`src/rtl/epr_pkg.sv`:
```
// Package: shared types and constants of the edge partition router.
package epr_pkg;
	localparam int MAX_MACHINES = 16;
	localparam int MAX_GPUS = 16;
	localparam int TARGET_DEPTH = 1024;
	localparam int MW = $clog2(MAX_MACHINES);
	localparam int TW = $clog2(TARGET_DEPTH);
	localparam int FW = $clog2(TARGET_DEPTH + 1);
	localparam int IDW = 48;
	localparam int PW = 8;
	localparam int CW = 32;
	localparam int NPART = 256;

	localparam logic [1:0] CMD_CLEAR = 2'd0;
	localparam logic [1:0] CMD_BOUND = 2'd1;
	localparam logic [1:0] CMD_TARGET = 2'd2;
	localparam logic [1:0] CMD_EDGE = 2'd3;

	localparam logic [1:0] REG_MACHINES = 2'd0;
	localparam logic [1:0] REG_GPUS = 2'd1;

	typedef enum logic [3:0] {
		ST_IDLE,
		ST_CLEAR,
		ST_BOUND,
		ST_MOD,
		ST_SCAN,
		ST_SCAN_WAIT,
		ST_CNT_RD,
		ST_CNT_WR,
		ST_INSERT,
		ST_OUT
	} state_t;

	typedef struct packed {
		logic load_in;
		logic bound_wr;
		logic bound_clr;
		logic mod_start;
		logic scan_start;
		logic scan_step;
		logic insert;
		logic cnt_clr_step;
		logic cnt_rd;
		logic cnt_wr;
		logic out_load;
	} ctl_t;

	typedef struct packed {
		logic [1:0] cmd;
		logic mod_done;
		logic range_hit;
		logic scan_done;
		logic scan_hit;
		logic clr_done;
		logic out_busy;
	} sts_t;
endpackage

```
`src/rtl/epr_ctrl.sv`:
```
// Controller: state machine that sequences each item through the datapath.
module epr_ctrl (
	input  logic clk,
	input  logic arst_n,
	input  logic in_valid,
	output logic in_stall,
	input  epr_pkg::sts_t sts,
	output epr_pkg::ctl_t ctl
);
	epr_pkg::state_t state_q, state_d;

	always_ff @(posedge clk or negedge arst_n) begin
		if (!arst_n) state_q <= epr_pkg::ST_IDLE;
		else state_q <= state_d;
	end

	always_comb begin
		state_d = state_q;
		ctl = '0;
		in_stall = 1'b1;
		case (state_q)
			epr_pkg::ST_IDLE: begin
				in_stall = 1'b0;
				if (in_valid) begin
					ctl.load_in = 1'b1;
					state_d = epr_pkg::ST_BOUND;
				end
			end
			epr_pkg::ST_BOUND: begin
				case (sts.cmd)
					epr_pkg::CMD_CLEAR: begin
						ctl.bound_clr = 1'b1;
						state_d = epr_pkg::ST_CLEAR;
					end
					epr_pkg::CMD_BOUND: begin
						ctl.bound_wr = 1'b1;
						state_d = epr_pkg::ST_IDLE;
					end
					epr_pkg::CMD_TARGET: begin
						ctl.scan_start = 1'b1;
						state_d = epr_pkg::ST_SCAN;
					end
					default: begin
						ctl.mod_start = 1'b1;
						ctl.scan_start = 1'b1;
						state_d = epr_pkg::ST_MOD;
					end
				endcase
			end
			epr_pkg::ST_CLEAR: begin
				ctl.cnt_clr_step = 1'b1;
				if (sts.clr_done) state_d = epr_pkg::ST_IDLE;
			end
			epr_pkg::ST_MOD: begin
				if (sts.mod_done) begin
					if (sts.range_hit) state_d = epr_pkg::ST_CNT_RD;
					else state_d = epr_pkg::ST_SCAN;
				end
			end
			epr_pkg::ST_SCAN: begin
				ctl.scan_step = 1'b1;
				state_d = epr_pkg::ST_SCAN_WAIT;
			end
			epr_pkg::ST_SCAN_WAIT: begin
				if (sts.scan_hit || sts.scan_done) begin
					if (sts.cmd == epr_pkg::CMD_TARGET) state_d = epr_pkg::ST_INSERT;
					else state_d = epr_pkg::ST_CNT_RD;
				end else begin
					state_d = epr_pkg::ST_SCAN;
				end
			end
			epr_pkg::ST_INSERT: begin
				ctl.insert = 1'b1;
				state_d = epr_pkg::ST_IDLE;
			end
			epr_pkg::ST_CNT_RD: begin
				ctl.cnt_rd = 1'b1;
				state_d = epr_pkg::ST_CNT_WR;
			end
			epr_pkg::ST_CNT_WR: begin
				if (!sts.out_busy) begin
					ctl.cnt_wr = 1'b1;
					ctl.out_load = 1'b1;
					state_d = epr_pkg::ST_IDLE;
				end
			end
			default: state_d = epr_pkg::ST_IDLE;
		endcase
	end
endmodule

```
`config.mk`:
```
export PLATFORM = sky130hd
export DESIGN_NAME = epr_ctrl
export DESIGN_NICKNAME = d
export VERILOG_FILES = /design/src/rtl/epr_pkg.sv /design/src/rtl/epr_ctrl.sv
export SDC_FILE = /design/constraint.sdc
export NUM_CORES = 1
export LEC_CHECK = 0
export ABC_AREA = 1
export BUFFER_PORTS_ARGS = -buffer_cell sky130_fd_sc_hd__buf_2
export CAP_MARGIN = 20
export CORE_AREA = 2 2 39 41
export DETAILED_ROUTE_END_ITERATION = 7
export DIE_AREA = 0 0 41 43
export GPL_ROUTABILITY_DRIVEN = 0
export GPL_TIMING_DRIVEN = 0
export PLACE_DENSITY_LB_ADDON = 0.12
export REMOVE_ABC_BUFFERS = 1
export SLEW_MARGIN = 25
export SYNTH_ARGS = -nofsm -noshare
export SYNTH_HDL_FRONTEND = slang
export SYNTH_SLANG_ARGS = --single-unit
```
`constraint.sdc`:
```
create_clock -name clk -period 2 [get_ports clk]
set_input_delay 0.1 -clock clk [delete_from_list [all_inputs] [get_ports clk]]
set_output_delay 0.1 -clock clk [all_outputs]
set_load 0.05 [all_outputs]
```
After elaboration in Yosys (flattened, before gate mapping)
Cells that the tools add are included.
{"block": "totals", "latchBits": 0, "word_cells": 44, "in_bits": 11, "romBits": 0, "ramBits": 0, "mem_count": 0, "regBits": 4}
{"block": "classes", "muxes": 23, "n_bitwise": 0, "reduce_logical": 6, "eq_ne": 14, "multipliers": 0, "div": 0, "n_addsub": 0, "n_lt_le_gt_ge": 0, "shift": 0}
{"operator": "$pmux W4 S8", "count": 1}
{"operator": "$mux W4", "count": 7}
{"operator": "$eq A4 B3 Y1 const B", "count": 4}
{"operator": "$mux W1", "count": 11}
{"operator": "$pmux W3 S3", "count": 1}
{"operator": "$eq A4 B2 Y1 const B", "count": 2}
{"operator": "$ne A2 B2 Y1 const B", "count": 4}
{"operator": "$mux W2", "count": 3}
{"operator": "$eq A4 B1 Y1 const B", "count": 1}
{"operator": "$eq A4 B4 Y1 const B", "count": 1}
{"operator": "$logic_not A4 Y1", "count": 1}
{"operator": "$reduce_and A4 Y1", "count": 1}
{"operator": "$reduce_or A3 Y1", "count": 1}
{"operator": "$eq A2 B1 Y1 const B", "count": 1}
{"operator": "$eq A2 B2 Y1 const B", "count": 1}
{"operator": "$logic_not A2 Y1", "count": 1}
{"operator": "$reduce_or A2 Y1", "count": 1}
{"operator": "$logic_or A1 B1 Y1", "count": 1}

Depth between registers and ports, before layout
Gate-level depths: netlist of the first run.
{"block": "depth", "depth_word": 4, "ltp_mapped": 8, "ltp_nobuf": 8}

Least setup slack after synthesis of the first run
Ideal clock, no wire load.
{"block": "synth_path", "kind": "reg-to-output", "startpoint": "register state_q[3]", "endpoint": "output port ctl[1] (netlist bit)", "path_slack_ns": -0.241, "path_buffers": 1, "required_ns": 1.900, "arrival_time_ns": 2.141, "path_stages_with_launch": 5, "cell_sequence": "dfrtp_1 > nor2_4 > inv_1 > nor3_1 > buf_4"}
{"item": "start: declaration", "line": "epr_ctrl.sv:10", "source": "epr_pkg::state_t state_q, state_d;"}
{"item": "start signal: assignment", "line": "epr_ctrl.sv:13", "source": "if (!arst_n) state_q <= epr_pkg::ST_IDLE;"}
{"item": "start signal: assignment", "line": "epr_ctrl.sv:14", "source": "else state_q <= state_d;"}
{"item": "end: declaration", "line": "epr_ctrl.sv:8", "source": "output epr_pkg::ctl_t ctl"}

==> results by stage, run 1 <==
Power and ir drop:
- The share of total power in the clock network is about an eighth.
- The net switching power of the design is between 500 and 600 uW.
- The analysis attributes to cell leakage a power of 0.000387 uW.
- The largest voltage drop on the vdd net is ~0.44 mV.
- The total power density per cell area is ~1400 mW/mm^2.
- The proportion of total power due to net switching is about 60%.
- The sequential cell fraction of total power is 18.0%.
- The combinational cell fraction of total power is 70.2%.
- The internal power consumption is around 340 uW.

STA:
- The summed negative setup slack over all endpoints is 0 ps.
- The number of pins with negative max-slew slack in the final report is 0.
- The achievable frequency is ~640 MHz.
- At the pin with the least slew margin, the transition time is between 200 and 300 ps.
- Setup repair after global routing left no endpoint under its margin.
- The worst clock skew is between 1.5 and 2 ps.
- The tightest slew margin relative to the limit is 82.5%.
- The clock period minus final worst setup slack is 1570 ps.
- Setup violations remaining at the end of the flow were counted as 0.
- Final hold analysis gives a worst-case slack of 143 ps.
- The number of hold-slack violations in the final timing report is 0.
- The share of the cycle needed by the critical path after routing is 78.5%.

CTS:
- In this run the post-CTS setup repair buffer count came out at 0.
- The number of sinks driven by the clock tree is 4.
- Clock tree synthesis selected as its root buffer the cell clkbuf_4.
- TritonCTS built the clock tree.
- The number of clock buffers added by TritonCTS is 3.
- CTS built an H-tree with a depth of 1.
- The number of buffers on the longest clock path is 2.
- The clock latency on the worst-skew pair is 240 ps.
- After clock tree synthesis, the clock-pin slew on the worst setup and hold paths is approximately 40 ps.

Layout:
- The total inserted antenna cells is 0.
- The largest registers in the layout are state_q (4).
- After routing the design area is 642 um^2.
- The register with the highest flop count is state_q.
- The top cell types in the final layout, fill and taps aside, are buf_2 (22), nand2_1 (15), inv_1 (12).
- The fraction of layout cells with a size suffix above 1 is between 30% and 40%.
- Leaving out fill and tap cells, the most frequent cell in the layout is buf_2.
- The register with the most flip-flops in the layout has 4 of them.
- The total number of nets in the final design is approximately 120.
- The layout-stage area growth over the synthesis result is 31.9%.

Synth:
- Summing the areas of all xor and xnor instances in the mapped netlist gives 0% of the synthesized area.
- The dominant combinational cell family by area after synthesis is simple AND/OR/NAND/NOR gates.
- Summing the sequential cell areas from Yosys gives 20.6% of the chip area.
- The synthesized netlist devotes around 47% of its cell area to simple gates.
- The average cell area after synthesis is around 6.5 um^2.
- The synthesis-stage register bit count is 4.
- The cell count after synthesis is 75.
- The complex-gate fraction of the synthesized area is between 6 and 7%.
- The synthesized netlist devotes approximately 13% of its cell area to adder and majority cells.
- In this run the cell area of the synthesized design comes to just under 500 um^2.
- Yosys printed 0 warnings.
- In the synthesized netlist, mux cells make up 0% of the area.
- The number of different library cells in the post-synthesis netlist is 18.

Worst setup path:
- The kind of cell with the highest combined delay along the critical path is simple AND/OR/NAND/NOR gates.
- The capturing element type of the critical path is a primary output.
- The reg2reg setup slack is 800 ps.
- The signal on the critical path passes through nor2_4 -> nand2_2 -> nor3_1 -> buf_2.
- The required time at the worst-slack endpoint is roughly 1900 ps.
- In this design, the stage delay of the slowest critical-path cell is 440 ps.
- The critical-path cell with the highest stage delay is dfrtp_1.
- The maximum fanout along the worst path is 7.
- The number of buffers and inverters on the critical path is 1.
- The category of the worst setup path launch point is a register.
- The path type of the worst setup path is reg2out.
- At the worst endpoint, the arrival time is between 1000 and 1500 ps.

Global route:
- The total overflow left after global routing is 0.
- Entering global routing, the biggest net connects 8 pins.
- The aggregate global-route resource usage is roughly 15%.
- The number of global-route vias before repair is 462.
- The first global-routing pass estimated 1770 um of wire.
- The initial antenna violation count is 0.

Floorplan:
- The starting utilization of the core area is roughly a third.
- From bottom edge to top edge, the die measures roughly 43 um.
- The area enclosed by the die boundary is 0.00176 mm^2.
- The floorplan has 14 rows.
- The x dimension of the die is approximately 41 um.
- The core region is 0.00138 mm^2.
- The number of placed I/O pins is 23.

Route:
- The count of TritonRoute iterations in the first routing pass is 4.
- After detailed routing, the average wire length per cell comes to approximately 9 um.
- After the first detailed-routing iteration, the DRC count stood at 19.
- Using the TritonRoute via totals, the vias-per-cell ratio works out to 4.51.
- The number of design rule violations left after detail routing is 0.
- The total number of vias is approximately 520.
- Summed over all layers, the routed wires come to 1040 um.
- In this run the remaining antenna-violating nets after routing total 0.

Outcome:
- The flow ran to the end, and the final reports show no timing, DRC or antenna violations.

Job:
- The max-cap violation count is 0.

Placement:
- The sum of net half-perimeters after detailed placement is about 850 um.
- The count of buffers added on input and output ports is 22.
- Summing all placed instances gives a cell area of ~600 um^2.

Min path:
- The path class of the lowest-slack min-delay path is in2reg.
-- power groups by stage --
stage	sequential, uW	combinational, uW	clock, uW
finish	158	613	103
global route	167	683	114
CTS	158	619	105
detailed placement	159	616	0
global placement	158	611	0
floorplan	150	495	0
-- layer usage --
layer  part of all wire (%)  vias to the layer above  global-route usage, %
met1                     43                      222                   18.1
met3                    6.7                        3                   4.71
met2                     49                       20                   22.5
met5                      0                        -                      0
met4                    1.3                        0                   8.00
li1                       -                      278                      -
-- through the flow --
step                cells  util [%]  power (uW)  setup WS [ps]
CTS                   116      46.4         882            401
global placement      112      44.0         770            684
finish                116      46.4         874            429
detailed placement    112      44.0         774            660
global route          116      46.4         964            291
floorplan              74         -         645           -798
-- synth_stat cells --
cell,count,area (um^2)
nand2_1,15,56.3
inv_1,12,45.0
nor2_1,11,41.3
ha_1,5,62.6
nand3_1,5,25.0
dfrtp_1,4,100
nor2_4,4,45.0
inv_2,3,11.3
o21ai_0,3,15.0
nand2_2,2,12.5
nor2_2,2,12.5
nor3_1,2,10.0
o21bai_1,2,15.0
buf_4,1,7.51
clkinv_1,1,3.75
nand3_2,1,10.0
nand3b_1,1,7.51
nor4_1,1,6.26
-- repair_timing --
item,in CTS,in global routing
hold buffers,1,0
resized for setup,0,0
endpoints found under the hold margin,4,0
-- worst paths after layout --
kind                       startpoint          to  cells after the start
max                        state_q[3]      ctl[6]                      4
min                            sts[0]  state_q[2]                      3
max reg2reg                state_q[0]  state_q[0]                      6
min in group asynchronous      arst_n  state_q[3]                      2
max in group asynchronous      arst_n  state_q[1]                      2
min reg2reg                state_q[1]  state_q[1]                      2
-- cell families (layout without fill, tap and decap cells) --
| kind of cell | after synthesis | count (layout) |
|---|---|---|
| and+or+nand+nor | 44 | 44 |
| adders and majority gates | 5 | 5 |
| AOI/OAI and AO/OA | 5 | 5 |
| buffers and inverters | 17 | 42 |
| DFF | 4 | 4 |
-- final cells by class --
type,instances,area (um^2)
clock buffers,3,22.5
fillers,161,742
inverters,16,60.1
multi-input cells,54,319
flip-flops and latches,4,100
well taps,16,20.0
repair buffers,23,120
-- worst register-to-register path, delay by kind of cell, from the launching register on --
family,cells,cell delay [ps]
AOI/OAI and AO/OA,1,90
buffers and inverters,1,110
DFF,1,440
and+or+nand+nor,4,450
Note: power is estimated with default switching activity, not from simulation.
==> inputs of run 2 (changes only) <==
==> constraint.sdc (replaced) <==
create_clock -name clk -period 1.62 [get_ports clk]
set_input_delay 0.081 -clock clk [delete_from_list [all_inputs] [get_ports clk]]
set_output_delay 0.081 -clock clk [all_outputs]
set_load 0.05 [all_outputs]
==> run 2 against run 1 <==
Via count down 0.19%. Sequential cell count is the same. Non-clock buffer count unchanged. Worst setup slack got worse by 320 ps. Largest power group unchanged. Critical path depth unchanged. Highest routed layer unchanged. Critical path type unchanged. First-iteration DRC count unchanged. Total power rose by 25%. Register-to-register slack lost 400 ps. Sequential power rose by 23%. Clock power is 23% higher. Sequential share of layout area shrank 0.30 points. Die area stayed put.
==> results by stage, run 2 (synthesis results as in run 1) <==
Outcome:
- Status: finished clean (unchanged).

CTS:
- The clock tree from TritonCTS was done (unchanged).
- The setup fix buffers added after clock tree synthesis came to 0 (unchanged).
- The clock root buffer is clkbuf_4 (unchanged).
- The number of sinks driven by the clock tree is 4 (unchanged).
- The clock latency on the worst-skew pair is 240 ps (about the same).
- The number of buffers on the longest clock path is 2 (unchanged).
- The CTS clock-pin slew for the worst setup and hold paths is 40 ps (about the same).
- The H-tree level count is 1 (unchanged).
- The total clock buffers created by CTS is 3 (unchanged).

STA:
- Unrepaired setup endpoints after global routing: false (unchanged).
- The number of endpoints failing setup at the final stage is 0 (unchanged).
- The worst clock skew is 1.80 ps (unchanged).
- The tightest slew margin relative to the limit is 82.5% (unchanged).
- The clock period minus final worst setup slack is roughly 1500 ps.
- The transition time of the tightest slew-check pin is 259 ps (unchanged).
- The final critical path takes up between 90% and 100% of the cycle.
- The achievable frequency is 662 MHz.
- The number of hold-slack violations in the final timing report is 0 (unchanged).
- The number of pins with negative max-slew slack in the final report was 0 (unchanged).

Power and ir drop:
- The total power is 1090 uW (was 874 uW).
- The largest voltage drop on the vdd net came to 0.545 mV (was 0.437 mV).
- The total power density per cell area came to 1670 mW/mm^2 (was 1360 mW/mm^2).
- The leakage power figure is 0.000386 uW (was 0.000387 uW).

Worst setup path:
- The number of cells on the worst reg-to-reg path is 6 (unchanged).
- The capturing element type of the critical path is a primary output (unchanged).
- The required time at the worst-slack endpoint is 1540 ps (was 1900 ps).
- The maximum fanout along the worst path was 7 (unchanged).
- The critical path data arrival time is 1430 ps (was 1470 ps).
- The startpoint of the most critical register-to-register path is state_q[0] (unchanged).
- The reg2reg setup slack is 400 ps (was 800 ps).
- The category of the worst setup path launch point is a register (unchanged).
- The capture point of the worst reg-to-reg path is state_q[0] (unchanged).
- The path type of the worst setup path was reg2out (unchanged).

Min path:
- The start point of the worst hold path is sts[0] (unchanged).
- The terminating pin of the worst hold path is state_q[2] (unchanged).
- The cell depth of the worst hold path is 3 (unchanged).
- The path class of the lowest-slack min-delay path is in2reg (unchanged).

Layout:
- The register with the highest flop count is state_q (unchanged).
- Top flop regs: state_q (4) (unchanged).
- The fraction of layout cells with a size suffix above 1 is 38.0% (was 37.0%).
- The total number of nets in the final design came to 118 (unchanged).
- The final standard cell utilization of the core came to 47.3% (was 46.4%).
- The most common cell after layout, fill and taps aside is buf_2 (unchanged).
- The total inserted antenna cells is 0 (unchanged).
- The flip-flop count of the largest register after layout came to 4 (unchanged).
- Commonest non-fill, non-tap cells in the layout: buf_2 (19), nand2_1 (15), inv_1 (12) (was buf_2 (22), nand2_1 (15), inv_1 (12)).
- The layout-stage area growth over the synthesis result came to 34.4% (was 31.9%).

Global route:
- The first-pass GRT wire length is 1770 um (unchanged).
- The aggregate global-route resource usage is 15.0% (unchanged).
- The largest net degree at the start of global routing is 8 (unchanged).
- The total congestion overflow after global routing is 0 (unchanged).
- The initial antenna violation count was 0 (unchanged).
- The number of global-route vias before repair came to 462 (unchanged).

Route:
- The total number of vias is 522 (was 523).
- The post-detailed-route count of antenna-violating nets is 0 (unchanged).
- The initial detailed-routing violation count is 19 (unchanged).
- The ratio of routed vias to standard cells is 4.50 (was 4.51).
- The count of TritonRoute iterations in the first routing pass is 4 (unchanged).
- The average wire length per cell after detail routing is 8.97 um (was 8.98 um).
- The number of design rule violations left after detail routing is 0 (unchanged).
- The aggregate routed wire length was 1040 um (about the same).

Floorplan:
- The area of the placeable core is 0.00138 mm^2 (unchanged).
- The die span in y is 43 um (unchanged).
- The x dimension of the die came to 41 um (unchanged).
- The number of placed I/O pins came to 23 (unchanged).
- The number of rows in the core area is 14 (unchanged).
- The starting utilization of the core area came to 35.2% (unchanged).
- The area enclosed by the die boundary was 0.00176 mm^2 (unchanged).

Job:
- The max-cap violation count is 0 (unchanged).

Placement:
- The number of port buffers is 22 (unchanged).
- The sum of net half-perimeters after detailed placement is 851 um (unchanged).
==> run 2: report_power, final <==
part           total (uW)  leakage (uW)  internal (uW)  switching, uW
combinational         769      0.000321            212            557
clock                 127     0.0000138           83.1           43.7
sequential            195     0.0000518            137           57.9
==> run 2: what timing repair did <==
item	CTS	global route
gates resized for setup	0	6
hold endpoints to repair	4	0
endpoints found under the setup margin	0	3
hold buffers	1	0
==> run 2: through the flow <==
| step | hold slack, ps | setup TNS (ps) | instance area [um^2] | cells | setup WS (ps) |
|---|---|---|---|---|---|
| finish | 131 | 0 | 654 | 116 | 109 |
| global route | 140 | 0 | 654 | 116 | 16.2 |
| CTS | 128 | 0 | 642 | 116 | 40.2 |
| detailed placement | -112 | 0 | 609 | 112 | 299 |
| global placement | -115 | 0 | 609 | 112 | 323 |
| floorplan | -215 | -3060 | 479 | 74 | -1160 |
==> run 2: worst max-delay path by stage <==
stage | startpoint | to | slack, ps | cells after the start
3_3_place_gp | state_q[3] | ctl[6] | 320 | 4
5_1_grt | state_q[3] | ctl[6] | 20 | 4
3_5_place_dp | state_q[3] | ctl[6] | 300 | 4
2_1_floorplan | state_q[3] | ctl[0] | -1160 | 3
4_1_cts | state_q[3] | ctl[6] | 40 | 4
6_report | state_q[3] | ctl[6] | 110 | 4
==> run 2: layout make-up <==
type | instances | area, um^2
inverter | 16 | 60.1
multi-input combinational | 54 | 324
fill | 156 | 729
tap | 16 | 20.0
timing repair buffer | 23 | 128
sequential | 4 | 100
clock buffer | 3 | 22.5
==> run 2: critical path, stage by stage (launching register included) <==
cell      delay, ps
dfrtp_1         440
nor2_4          200
nand2_2         130
nor3_1          150
clkbuf_4        260
==> run 2: per-layer routing <==
layer	up-vias	wire (um)	track usage [%]
li1	277	-	-
met1	222	446	18.1
met2	20	507	22.5
met3	3	70	4.71
met4	0	14	8.00
met5	-	0	0
==> inputs of run 3 (changes only) <==
--- a/config.mk
+++ b/config.mk
@@ -8,9 +8,11 @@
 export ABC_AREA = 1
 export BUFFER_PORTS_ARGS = -buffer_cell sky130_fd_sc_hd__buf_2
 export CAP_MARGIN = 20
-export CORE_AREA = 2 2 39 41
+export CELL_PAD_IN_SITES_DETAIL_PLACEMENT = 1
+export CELL_PAD_IN_SITES_GLOBAL_PLACEMENT = 2
+export CORE_ASPECT_RATIO = 0.75
+export CORE_UTILIZATION = 21
 export DETAILED_ROUTE_END_ITERATION = 7
-export DIE_AREA = 0 0 41 43
 export GPL_ROUTABILITY_DRIVEN = 0
 export GPL_TIMING_DRIVEN = 0
 export PLACE_DENSITY_LB_ADDON = 0.12
==> run 3 against run 2 <==
The run now ends with DRC left. Non-clock buffer count up 2. Sequential cell count unchanged. Cell count up 8.6%. Count of clock-buffer cells in the layout unchanged. Clock skew about the same. Worst hold slack better by 28 ps. Critical endpoint is now ctl[10].
==> results by stage, run 3 (synthesis results as in run 1) <==
Layout:
- Commonest non-fill, non-tap cells in the layout: buf_2 (19), nand2_1 (15), inv_1 (12) (unchanged).
- The layout-stage area growth over the synthesis result is 39.6% (was 34.4%).
- The flip-flop count of the largest register after layout is 4 (unchanged).
- The total number of nets in the final design is 120 (was 118).
- The register with the highest flop count was state_q (unchanged).
- The cell area after layout was 679 um^2 (was 654 um^2).
- The fraction of layout cells with a size suffix above 1 is 39.2% (was 38.0%).
- The total inserted antenna cells is 0 (unchanged).
- Top flop regs: state_q (4) (unchanged).
- The most common cell after layout, fill and taps aside is buf_2 (unchanged).
- The final standard cell utilization of the core is 32.3% (was 47.3%).
- The number of inserted filler cells in the final layout was 291 (was 156).

Global route:
- The first-pass GRT wire length is 2100 um (was 1770 um).
- The largest net degree at the start of global routing is 8 (unchanged).
- The initial antenna violation count is 0 (unchanged).
- The total congestion overflow after global routing was 0 (unchanged).
- The aggregate global-route resource usage was 11.0% (was 15.0%).
- The number of global-route vias before repair is 487 (was 462).

Floorplan:
- The area of the placeable core is 0.00210 mm^2 (was 0.00138 mm^2).
- The starting utilization of the core area was 23.2% (was 35.2%).
- The die span in y is 43.7 um (was 43 um).
- The x dimension of the die was 57.6 um (was 41 um).
- The number of rows in the core area is 14 (unchanged).
- The number of placed I/O pins is 23 (unchanged).
- The area enclosed by the die boundary is 0.00252 mm^2 (was 0.00176 mm^2).

Outcome:
- The checks that failed: DRC.
- Status: finished, violations left (was finished clean).

Worst setup path:
- The maximum fanout along the worst path is 4 (was 7).
- The required time at the worst-slack endpoint is 1540 ps (about the same).
- The reg2reg setup slack was 330 ps (was 400 ps).
- The startpoint of the most critical register-to-register path is state_q[1] (was state_q[0]).
- The critical path data arrival time came to 1370 ps (was 1430 ps).
- The capturing element type of the critical path was a primary output (unchanged).
- The capture point of the worst reg-to-reg path is state_q[1] (was state_q[0]).
- The category of the worst setup path launch point is a register (unchanged).
- The path type of the worst setup path is reg2out (unchanged).
- The number of cells on the worst reg-to-reg path is 6 (unchanged).

STA:
- The worst-case hold slack is 159 ps (was 131 ps).
- The number of hold-slack violations in the final timing report is 0 (unchanged).
- The transition time of the tightest slew-check pin came to 254 ps (was 259 ps).
- The clock period minus final worst setup slack is 1450 ps (was 1510 ps).
- Unrepaired setup endpoints after global routing: false (unchanged).
- The share of the cycle needed by the critical path after routing is 89.8% (was 93.3%).
- The tightest slew margin relative to the limit is 82.9% (was 82.5%).
- The number of pins with negative max-slew slack in the final report is 0 (unchanged).
- The summed negative setup slack over all endpoints is 0 ps (unchanged).
- The achievable frequency is 688 MHz (was 662 MHz).
- The worst clock skew came to 1.49 ps (was 1.80 ps).
- The number of endpoints failing setup at the final stage is 0 (unchanged).

Power and ir drop:
- The largest voltage drop on the vdd net is 0.637 mV (was 0.545 mV).
- The total power density per cell area is 1660 mW/mm^2 (was 1670 mW/mm^2).
- The leakage power figure is 0.000395 uW (was 0.000386 uW).

Job:
- The max-cap violation count came to 0 (unchanged).

CTS:
- The clock tree from TritonCTS is done (unchanged).
- The number of sinks driven by the clock tree is 4 (unchanged).
- The clock latency on the worst-skew pair is 230 ps (was 240 ps).
- The clock root buffer was clkbuf_4 (unchanged).
- The total clock buffers created by CTS is 3 (unchanged).
- The H-tree level count is 1 (unchanged).
- The number of buffers on the longest clock path was 2 (unchanged).
- The CTS clock-pin slew for the worst setup and hold paths is 40 ps (about the same).

Min path:
- The terminating pin of the worst hold path is state_q[2] (unchanged).
- The cell depth of the worst hold path is 3 (unchanged).
- The path class of the lowest-slack min-delay path is in2reg (unchanged).
- The start point of the worst hold path is sts[0] (unchanged).

Placement:
- The instance area after placement is 619 um^2 (was 609 um^2).
- The sum of net half-perimeters after detailed placement came to 1110 um (was 851 um).
- The number of port buffers is 22 (unchanged).

Route:
- The initial detailed-routing violation count is 12 (was 19).
- The ratio of routed vias to standard cells is 4.17 (was 4.50).
- The count of TritonRoute iterations in the first routing pass is 7 (was 4).
- The average wire length per cell after detail routing was 10.2 um (was 8.97 um).
- The aggregate routed wire length is 1290 um (was 1040 um).
- The total number of vias is 525 (was 522).
- The post-detailed-route count of antenna-violating nets is 0 (unchanged).
- The number of design rule violations left after detail routing came to 2 (was 0).
==> run 3: cell count changes in the layout (fill, tap and decap cells not counted), sizes merged <==
cell,before,now
buf,21,23
==> run 3: repair_timing <==
item	in CTS	in global routing
setup endpoints to repair	0	4
hold buffers	1	0
hold endpoints to repair	4	0
gates resized for setup	0	6
setup buffers	0	2
==> run 3: worst max-delay path by stage <==
stage,startpoint,to
2_1_floorplan,state_q[3],ctl[0]
3_3_place_gp,state_q[3],ctl[6]
3_5_place_dp,state_q[3],ctl[6]
4_1_cts,state_q[3],ctl[6]
5_1_grt,state_q[3],ctl[1]
6_report,state_q[3],ctl[10]
==> run 3: layout make-up <==
| type | count | area, um^2 | area share, % |
|---|---|---|---|
| clock buffer | 3 | 22.5 | 3.31 |
| inverter | 16 | 60.1 | 8.84 |
| multi-input combinational | 54 | 324 | 47.7 |
| sequential | 4 | 100 | 14.7 |
| tap | 24 | 30.0 | 4.42 |
| timing repair buffer | 25 | 143 | 21.0 |
==> run 3: report_power, final <==
group          switching, uW  internal (uW)  total [uW]
clock                   37.2           82.6         120
sequential              57.0            137         194
combinational            579            235         814
total                    673            455        1130
==> run 3: through the flow <==
stage | total power, uW | setup WS, ps | std cells
after floorplan | 796 | -1160 | 74
after global placement | 972 | 286 | 120
after detailed placement | 974 | 279 | 120
after CTS | 1100 | 29.6 | 124
after global routing | 1220 | 29.8 | 126
final | 1130 | 166 | 126
==> run 3: critical path: stages, from the launching register on <==
cell     delay [ps]
dfrtp_1         450
nor2_4          160
buf_4           130
nand2_2          50
nor2_1           80
buf_2           260
==> run 3: metal layers <==
layer | share of wire [%] | global-route usage [%] | vias to the layer above
li1 | - | - | 280
met1 | 55 | 15.7 | 230
met4 | 0 | 1.46 | 0
met5 | 0 | 0 | -
met3 | 5.1 | 2.99 | 0
met2 | 40 | 17.0 | 15
